[src/rtl/kda_pkg.sv]
package kda_pkg;

  localparam int unsigned TimerW = 16;
  localparam int unsigned PortW  = 8;
  localparam int unsigned PhaseW = 3;

  // Configuration register indexes
  typedef enum logic [1:0] {
    CFG_DEBOUNCE_TICKS = 2'd0,
    CFG_SETTLE_TICKS   = 2'd1,
    CFG_DEF_PERIOD     = 2'd2,
    CFG_DEF_DELAY      = 2'd3
  } cfg_idx_e;

  localparam logic [TimerW-1:0] DebounceTicksRst = 16'd5;
  localparam logic [TimerW-1:0] SettleTicksRst   = 16'd3;
  localparam logic [TimerW-1:0] DefPeriodRst     = 16'd20;
  localparam logic [TimerW-1:0] DefDelayRst      = 16'd150;

  // Reported phase codes
  localparam logic [PhaseW-1:0] PhCodeIdle   = 3'd0;
  localparam logic [PhaseW-1:0] PhCodeDeb    = 3'd1;
  localparam logic [PhaseW-1:0] PhCodeSettle = 3'd2;
  localparam logic [PhaseW-1:0] PhCodeWait   = 3'd3;
  localparam logic [PhaseW-1:0] PhCodeRep    = 3'd4;

  typedef enum logic [4:0] {
    PH_IDLE   = 5'b00001,
    PH_DEB    = 5'b00010,
    PH_SETTLE = 5'b00100,
    PH_WAIT   = 5'b01000,
    PH_REP    = 5'b10000
  } phase_e;

  typedef struct packed {
    logic              action;
    logic [PortW-1:0]  port_bits;
    logic [PortW-1:0]  key_sel;
    logic [TimerW-1:0] repeat_period;
    logic [TimerW-1:0] repeat_delay;
  } in_item_t;

  typedef struct packed {
    logic              push_event;
    logic              repeat_event;
    logic              ignored;
    logic [PhaseW-1:0] phase_now;
  } out_item_t;

  typedef struct packed {
    logic [TimerW-1:0] debounce_ticks;
    logic [TimerW-1:0] settle_ticks;
    logic [TimerW-1:0] def_period;
    logic [TimerW-1:0] def_delay;
  } kda_cfg_t;

  function automatic logic [PhaseW-1:0] phase_code(phase_e ph);
    logic [PhaseW-1:0] code;
    unique case (ph)
      PH_IDLE:   code = PhCodeIdle;
      PH_DEB:    code = PhCodeDeb;
      PH_SETTLE: code = PhCodeSettle;
      PH_WAIT:   code = PhCodeWait;
      PH_REP:    code = PhCodeRep;
      default:   code = PhCodeIdle;
    endcase
    return code;
  endfunction

endpackage

[src/rtl/key_debounce_autorepeat.sv]
// Push-button qualifier with auto-repeat, one shared machine for all keys.
// Input channel (in_valid_i / in_stall_o / in_item_i): each transaction is
//   either a timer tick (action = 0) that counts the shared countdown down,
//   or a poll (action = 1) of one key: port byte, key mask, repeat timings.
// Output channel (out_valid_o / out_stall_i / out_item_o): exactly one
//   result transaction per input transaction, in order: push, repeat and
//   ignored flags plus the phase after the item.
// The result is written into the output register when the input
//   transaction is accepted. Throughput: one transaction per cycle while
//   the output is not stalled; the phase/countdown update feeds that register.
// Stall: the output register holds its result while out_stall_i is high;
//   in_stall_o rises only when that register is full and stalled, so a new
//   transaction is taken in the same cycle that the old result drains.
// Configuration: cfg_we_i writes cfg_wdata_i to register cfg_index_i
//   (debounce ticks, settle ticks, default period, default delay); write
//   only while the block is idle.
// Reset: rst_ni clears the phase to idle, unlocks the key, zeroes the
//   countdown, empties the output register and loads the register defaults.
module key_debounce_autorepeat (
  input  logic                clk_i,
  input  logic                rst_ni,
  input  logic                in_valid_i,
  output logic                in_stall_o,
  input  kda_pkg::in_item_t   in_item_i,
  output logic                out_valid_o,
  input  logic                out_stall_i,
  output kda_pkg::out_item_t  out_item_o,
  input  logic                cfg_we_i,
  input  logic [1:0]          cfg_index_i,
  input  logic [15:0]         cfg_wdata_i
);
  import kda_pkg::*;

  kda_cfg_t  cfg;
  out_item_t result;
  out_item_t out_item_q;
  logic      out_valid_q, out_valid_d;
  logic      in_accept;

  // Stall the input only when a finished result is stuck in the output register
  assign in_stall_o = out_valid_q & out_stall_i;
  assign in_accept  = in_valid_i & ~in_stall_o;

  kda_cfg_regs u_cfg (
    .clk_i       (clk_i),
    .rst_ni      (rst_ni),
    .cfg_we_i    (cfg_we_i),
    .cfg_index_i (cfg_index_i),
    .cfg_wdata_i (cfg_wdata_i),
    .cfg_o       (cfg)
  );

  // Advance the machine once per accepted transaction
  kda_step u_step (
    .clk_i     (clk_i),
    .rst_ni    (rst_ni),
    .step_en_i (in_accept),
    .item_i    (in_item_i),
    .cfg_i     (cfg),
    .result_o  (result)
  );

  // Hold the result until taken; load a new one on every accept
  always_comb begin
    out_valid_d = out_valid_q;
    if (in_accept) begin
      out_valid_d = 1'b1;
    end else if (!out_stall_i) begin
      out_valid_d = 1'b0;
    end
  end

  always_ff @(posedge clk_i or negedge rst_ni) begin
    if (!rst_ni) begin
      out_valid_q <= 1'b0;
    end else begin
      out_valid_q <= out_valid_d;
    end
  end

  always_ff @(posedge clk_i) begin
    if (in_accept) begin
      out_item_q <= result;
    end
  end

  assign out_valid_o = out_valid_q;
  assign out_item_o  = out_item_q;

endmodule

[src/rtl/kda_cfg_regs.sv]
module kda_cfg_regs (
  input  logic                      clk_i,
  input  logic                      rst_ni,
  input  logic                      cfg_we_i,
  input  logic [1:0]                cfg_index_i,
  input  logic [15:0]               cfg_wdata_i,
  output kda_pkg::kda_cfg_t         cfg_o
);
  import kda_pkg::*;

  kda_cfg_t cfg_q, cfg_d;

  always_comb begin
    cfg_d = cfg_q;
    if (cfg_we_i) begin
      unique case (cfg_idx_e'(cfg_index_i))
        CFG_DEBOUNCE_TICKS: cfg_d.debounce_ticks = cfg_wdata_i;
        CFG_SETTLE_TICKS:   cfg_d.settle_ticks   = cfg_wdata_i;
        CFG_DEF_PERIOD:     cfg_d.def_period     = cfg_wdata_i;
        CFG_DEF_DELAY:      cfg_d.def_delay      = cfg_wdata_i;
        default:            cfg_d = cfg_q;
      endcase
    end
  end

  always_ff @(posedge clk_i or negedge rst_ni) begin
    if (!rst_ni) begin
      cfg_q.debounce_ticks <= DebounceTicksRst;
      cfg_q.settle_ticks   <= SettleTicksRst;
      cfg_q.def_period     <= DefPeriodRst;
      cfg_q.def_delay      <= DefDelayRst;
    end else begin
      cfg_q <= cfg_d;
    end
  end

  assign cfg_o = cfg_q;

endmodule

[src/rtl/kda_step.sv]
module kda_step (
  input  logic                clk_i,
  input  logic                rst_ni,
  input  logic                step_en_i,
  input  kda_pkg::in_item_t   item_i,
  input  kda_pkg::kda_cfg_t   cfg_i,
  output kda_pkg::out_item_t  result_o
);
  import kda_pkg::*;

  phase_e            phase_q, phase_d;
  logic [PortW-1:0]  key_q, key_d;
  logic [TimerW-1:0] cnt_q, cnt_d;
  logic [TimerW-1:0] period;
  logic [TimerW-1:0] delay;
  logic              press;
  logic              expired;
  logic              blocked;
  logic              push, rep, ign;

  assign period  = (item_i.repeat_period == '0) ? cfg_i.def_period : item_i.repeat_period;
  assign delay   = (item_i.repeat_delay == '0) ? cfg_i.def_delay : item_i.repeat_delay;
  assign press   = (item_i.port_bits & item_i.key_sel) == '0;
  assign expired = cnt_q == '0;
  assign blocked = (key_q != '0) && (key_q != item_i.key_sel);

  always_comb begin
    phase_d = phase_q;
    key_d   = key_q;
    cnt_d   = cnt_q;
    push    = 1'b0;
    rep     = 1'b0;
    ign     = 1'b0;
    if (step_en_i) begin
      if (!item_i.action) begin
        // timer tick: count down toward zero
        if (!expired) begin
          cnt_d = cnt_q - 1'b1;
        end
      end else if (blocked) begin
        ign = 1'b1;
      end else begin
        unique case (phase_q)
          PH_IDLE: begin
            if (press) begin
              phase_d = PH_DEB;
              cnt_d   = cfg_i.debounce_ticks;
            end
          end
          PH_DEB: begin
            // a release here leaves the machine in debounce
            if (press && expired) begin
              phase_d = PH_SETTLE;
              cnt_d   = cfg_i.settle_ticks;
              key_d   = item_i.key_sel;
            end
          end
          PH_SETTLE: begin
            if (!press) begin
              push    = 1'b1;
              phase_d = PH_IDLE;
              key_d   = '0;
            end else if (expired) begin
              phase_d = PH_WAIT;
              cnt_d   = delay;
            end
          end
          PH_WAIT: begin
            if (!press) begin
              push    = 1'b1;
              phase_d = PH_IDLE;
              key_d   = '0;
            end else if (expired) begin
              phase_d = PH_REP;
            end
          end
          PH_REP: begin
            if (!press) begin
              phase_d = PH_IDLE;
              key_d   = '0;
            end else if (expired) begin
              cnt_d = period;
              rep   = 1'b1;
            end
          end
          default: phase_d = PH_IDLE;
        endcase
      end
    end
  end

  always_ff @(posedge clk_i or negedge rst_ni) begin
    if (!rst_ni) begin
      phase_q <= PH_IDLE;
      key_q   <= '0;
      cnt_q   <= '0;
    end else begin
      phase_q <= phase_d;
      key_q   <= key_d;
      cnt_q   <= cnt_d;
    end
  end

  assign result_o.push_event   = push;
  assign result_o.repeat_event = rep;
  assign result_o.ignored      = ign;
  assign result_o.phase_now    = phase_code(phase_d);

endmodule
[config.mk]
export PLATFORM = sky130hd
export DESIGN_NAME = key_debounce_autorepeat
export DESIGN_NICKNAME = d
export VERILOG_FILES = /design/src/rtl/kda_pkg.sv /design/src/rtl/key_debounce_autorepeat.sv /design/src/rtl/kda_cfg_regs.sv /design/src/rtl/kda_step.sv
export SDC_FILE = /design/constraint.sdc
export NUM_CORES = 1
export LEC_CHECK = 0
export ABC_CLOCK_PERIOD_IN_PS = 3400
export BUFFER_PORTS_ARGS = -buffer_cell sky130_fd_sc_hd__buf_4
export CAP_MARGIN = 20
export CORE_MARGIN = 3
export CORE_UTILIZATION = 57
export CTS_CLUSTER_SIZE = 20
export DETAILED_ROUTE_END_ITERATION = 10
export PLACE_DENSITY = 0.8
export SLEW_MARGIN = 10
export SYNTH_ARGS = -nofsm -noshare
export SYNTH_HDL_FRONTEND = slang
export SYNTH_SLANG_ARGS = --single-unit
export TNS_END_PERCENT = 100
[constraint.sdc]
create_clock -name clk_i -period 3.4 [get_ports clk_i]
set_input_delay 0.68 -clock clk_i [delete_from_list [all_inputs] [get_ports clk_i]]
set_output_delay 0.68 -clock clk_i [all_outputs]
set_load 0.03 [all_outputs]
# After elaboration in Yosys (flattened, before gate mapping)
# Cells that the tools add are included.
[word_totals]
reg_bits = 100
in_bits = 72
output_inout_bits = 8
word_cells = 98
[classes]
addsub = 1
n_eq_ne = 25
n_mux = 32
bitwise = 9
n_reduce_logical = 19
[op_table]
columns = ["cell", "count"]
rows = [
  ["16-bit 2-to-1 mux", 11],
  ["16-bit case mux with 4 select lines", 1],
  ["5-bit 2-to-1 mux", 10],
  ["16-bit zero test", 3],
  ["5-bit case mux with 5 select lines", 1],
  ["3-bit by 2-bit inequality test with 1-bit output (second input constant)", 6],
  ["8-bit 2-to-1 mux", 2],
  ["8-bit case mux with 2 select lines", 1],
  ["16-bit by 1-bit subtractor with 16-bit output (second input constant)", 1],
  ["3-bit case mux with 4 select lines", 1],
  ["5-bit by 2-bit equality test with 1-bit output (second input constant)", 2],
  ["5-bit by 3-bit equality test with 1-bit output (second input constant)", 2],
  ["5-bit by 4-bit equality test with 1-bit output (second input constant)", 2],
  ["5-bit equality test (second input constant)", 2],
  ["10-bit AND reduction", 1],
  ["8-bit AND", 1],
  ["8-bit zero test", 1],
  ["8-bit inequality test", 1],
  ["2-bit AND reduction", 4],
  ["8-bit nonzero test", 1],
  ["2-bit inequality test (second input constant)", 3],
  ["1-bit NOT", 6],
  ["6-bit AND reduction", 1],
  ["3-bit OR reduction", 2],
  ["12 further kinds", 20],
]

# Depth between registers and ports, before layout
[depth]
depth_word = 10
depth_mapped = 10
mapped_depth_nobuf = 9

# By module
# Synthesis repeated with hierarchy kept, for this count alone.
[hier_totals]
cells_unflattened = 500
hier_area_um2 = 5381.4
[by_module_without_submodules]
columns = ["mod", "instances", "cells_per_inst", "area_per_inst_um2", "seq_area_each_um2"]
rows = [
  ["kda_step", 1, 354, 2727.6, 726.9],
  ["kda_cfg_regs", 1, 136, 2423.6, 1614.0],
  ["key_debounce_autorepeat", 1, 10, 230.2, 205.2],
]

# Least setup slack after synthesis
# OpenSTA, ideal clock, no wires.
[synth_timing]
path_kind = "input -> register"
from = "input port in_valid_i"
to = "register out_item_q, in the netlist out_item_o[2], data pin"
setup_time_ns = 0.170
t_arrival_ns = 2.555
required_time_ns = 3.230
path_slack_ns = 0.675
path_stages = 5
n_path_buf = 0
cell_sequence = "a21boi_0 > nand3_1 > mux2_2 > a211o_1 > nor4_2"
[synth_rtl]
columns = ["element", "line_no", "text"]
rows = [
  ["from (decl)", "key_debounce_autorepeat.sv:22", "input logic in_valid_i,"],
  ["to (signal assigned)", "key_debounce_autorepeat.sv:83", "out_item_q <= result;"],
  ["to (decl)", "key_debounce_autorepeat.sv:36", "out_item_t out_item_q;"],
]

==> impl.org <==
** CTS
- Deepest level of the CTS H-tree :: 3
- After clock tree synthesis, the flow added hold-fix buffers numbering 0.
- CTS tree :: yes
- The number of gates resized after CTS was 0.
- Clock transition at the register clock pins on the worst setup and hold paths after CTS :: 0.09 ns
- Clock tree synthesis found a total of 100 sinks.
- Once the clock tree was built, the setup fixing pass inserted 0 buffers.
- Clock root buffer :: clkbuf_8
- At the later pin of the worst-skew pair, clock insertion delay measures 0.36 ns.
- Number of buffers created by CTS :: 9
- Maximum clock insertion buffer count :: 2

** Placed design
- Number of port buffers :: a little under 80
- Worst slack after detailed placement :: approximately 0.65 ns
- Detailed placement finished with a half-perimeter wire length of 9.624 mm.
- In this run the cell area measured after placement is 5862 sq um.
- At the end of routability-driven placement, the weighted congestion stood at 0.8968.

** Logic synthesis
- Of the synthesized area, sequential elements account for 49.41%.
- Each instance of the synthesized netlist takes up on average roughly 10 sq um.
- Summing every instance area after synthesis gives 5154 sq um.
- After synthesis, the largest area contributor takes up between 40% and 50% of total cell area.
- EDFF count, synth :: 6
- Yosys printed 0 warnings.
- In the synthesized netlist, the number of instances is ~500.
- Most used flip-flop cell after synthesis :: dfrtp_1
- The number of nets in the synthesized netlist is between 500 and 600.
- Post-synthesis cell type with the largest combined area :: dfrtp_1
- In the post-synthesis netlist, the biggest area contributors are dfrtp_1 40%, mux2_2 14%, a21oi_1 5.8%.
- Proportion of synthesized flip-flops having asynchronous set or reset :: a little over nine tenths
- Synth unique cells :: 57
- Number of synthesized register bits :: 100

** Power and ir drop
- The internal power of the cells totals around 0.0023 W.
- The analysis attributes to net switching a power of 0.001170 W.
- Power density over cell area :: ~570 nW/um^2
- Sequential power share :: about half
- Clock group share of total power :: ~22%
- Post-route total power :: roughly 0.0035 W
- Combinational logic burns between 20 and 30% of the power.
- In this run the static leakage power is roughly 2.6 nW.
- Worst vdd rail ir drop :: 0.2639 mV
- In this run switching power makes up around a third of total power.

** Timing
- In the finished design, the share of the clock period the worst path needs comes to 78.12%.
- Final setup violation count :: 0
- The clock arrives with 0.007209 ns of skew.
- For the pin with the worst max-slew slack, the measured transition is just under 1 ns.
- Total count of hold-check failures in the final report :: 0
- Setup repair after global routing missed its margin :: no
- Slew margin rel. :: 35.20%
- Setup slack on the critical path of the routed design comes to 0.7440 ns.
- Hold_ws :: roughly 0.31 ns
- Pins Over Slew Limit :: 0
- Subtracting the final worst setup slack from the clock period gives about 2.7 ns.
- Setup Total Neg Slack :: 0 ns
- For this run, the top clock speed supported by timing is approximately 0.38 GHz.

** Floorplanning
- Starting utilization of the core area :: 58.81%
- After floorplanning, the core was divided into 34 placement rows.
- Die Area :: slightly above 10,000 sq um
- IO Pins :: 80
- The die is slightly above 100 um tall.
- Std-Cell Core Area :: about 9000 sq um
- The die is between 100 and 150 um wide.

** Worst setup path
- In this run the worst path has a maximum fanout of 5.
- STA classifies the critical path endpoint as a flip-flop.
- The worst setup path is of the flip-flop to flip-flop kind.
- Data arrives at the worst endpoint at around 2.8 ns.
- Sort of element at the start of the critical path :: flip-flop
- At the worst endpoint, the required time is approximately 3.6 ns.

** Global route
- The number of antenna violations at the first check in global routing was 0.
- In the global route stage, overall resource usage came out at 27.36%.
- GR Overflow Total :: 0
- Entering global routing, the biggest net connects 53 pins.
- The first global-routing pass estimated 21.95 mm of wire.
- Vias in the first global route :: ~4,300

** Cells and area
- With fillers left out, the area of the finished cells amounts to a little over 6000 sq um.
- Commonest cells after routing, fill and taps aside :: 87 x buf_4, 83 x dfrtp_1, 65 x mux2_2, 60 x a21oi_1, 52 x nand2_1
- 0 antenna diodes ended up in the layout.
- Layout cell share with drive strength beyond 1 :: approximately a third
- Most common cell after layout, fill and taps aside :: buf_4
- The area growth from synthesis to layout is 17.53%.
- The net count of the finished layout is roughly 650.

** Drt
- The detail route stage leaves a number of antenna-violating nets equal to 0.
- Vias per cell :: 6.362
- DR iter-0 viols :: approximately 400
- Detailed-route DRC error count :: 0
- Vias post-DR :: approximately 4,400
- Total Routed Length :: 13.47 mm
- After detailed routing, the average wire length per cell comes to about 19 um.
- Router iterations before antenna repair :: 5

** Flow run
- Across the run, the number of max-cap violations was 0.

** Status
- Result of the run :: complete, no violations

** Worst hold path
- In this run the worst hold path is classified as input pin to async pin.
==> worst max-delay path: stages (launching register included) <==
cell and delay (ns):
dfrtp_1 0.42, inv_1 0.07, ha_1 0.19, or4b_4 0.50
nand4b_1 0.31, o21ai_1 0.20, o21ai_1 0.08, mux2_2 0.32
a211o_1 0.25, nor4_2 0.14
==> kinds of logic after synthesis <==
group | after synthesis | synth area share [%]
buf+inv | 31 | 2.622
fa+ha+maj | 1 | 0.2427
simple gates | 143 | 13.74
compound gates | 153 | 17.75
flops | 100 | 49.41
mux | 65 | 14.20
xor+xnor | 12 | 2.039
==> area by class of cell <==
| class | count | area, sq um |
|---|---|---|
| Clock buffer | 12 | 166.4 |
| Clock inverter | 4 | 28.78 |
| Multi-Input combinational cell | 374 | 2477 |
| Tap cell | 108 | 135.1 |
| Timing Repair Buffer | 88 | 673.1 |
| Sequential cell | 100 | 2546 |
| Fill cell | 671 | 2706 |
| Inverter | 8 | 30.03 |
==> routing by layer <==
metal	GRT usage, %	part of all wire, %	vias to the layer above
met4	8.691	2.3	0
li1	-	-	2027
met1	37.29	43	2152
met2	43.76	48	206
met3	5.952	7.1	30
met5	0	0	-
==> synth_stat cells (2+ instances only) <==
library cell,n
dfrtp_1,83
mux2_2,65
a21oi_1,60
nand2_1,52
nor2_1,30
o21ai_1,28
o21ai_0,19
clkbuf_1,18
nor4_1,16
dfstp_2,11
nor3_1,11
o211ai_1,11
xnor2_1,10
inv_1,8
o22ai_1,8
edfxtp_1,6
a22oi_1,5
nand3_1,5
nand4_1,5
nand3b_1,4
buf_2,3
nand2b_1,3
o221ai_1,3
a2111oi_0,2
and3_1,2
and4_1,2
buf_6,2
nand4b_1,2
o21ai_2,2
xor2_1,2
==> flip-flops by register name, indices dropped and copies added, names as in the netlist <==
name,count
u_cfg.cfg_o,64
u_step.cnt_q,16
u_step.key_q,8
out_item_o,6
u_step.phase_q,5
out_valid_o,1
==> power groups by stage <==
| stage | sequential, W | combinational, W | clock [W] |
|---|---|---|---|
| after floorplan | 0.00169 | 0.000670 | 0 |
| after global placement | 0.00173 | 0.000922 | 0 |
| after detailed placement | 0.00174 | 0.000957 | 0 |
| after CTS | 0.00172 | 0.000965 | 0.000756 |
| after global routing | 0.00177 | 0.00108 | 0.000808 |
| final | 0.00173 | 0.000973 | 0.000745 |
==> path summary, 6_finish.rpt <==
path,startpoint,slack [ns],depth (start not counted),end
max,u_step.cnt_q[0],0.74,9,out_item_o[2]
min,rst_ni,0.31,1,u_step.key_q[2]
max reg2reg,u_step.cnt_q[0],0.74,9,out_item_o[2]
min reg2reg,u_cfg.cfg_o[47],0.51,1,u_cfg.cfg_o[47]
max in group asynchronous,rst_ni,2.34,2,u_cfg.cfg_o[7]
min in group clk_i,u_cfg.cfg_o[47],0.51,1,u_cfg.cfg_o[47]
==> through the flow <==
step	cells	utilization, %
6_report	694	69.12
3_3_place_gp	678	66.89
2_1_floorplan	505	-
3_5_place_dp	678	66.89
5_1_grt	694	69.12
4_1_cts	694	69.12
Power figures use the tool's default switching activity.
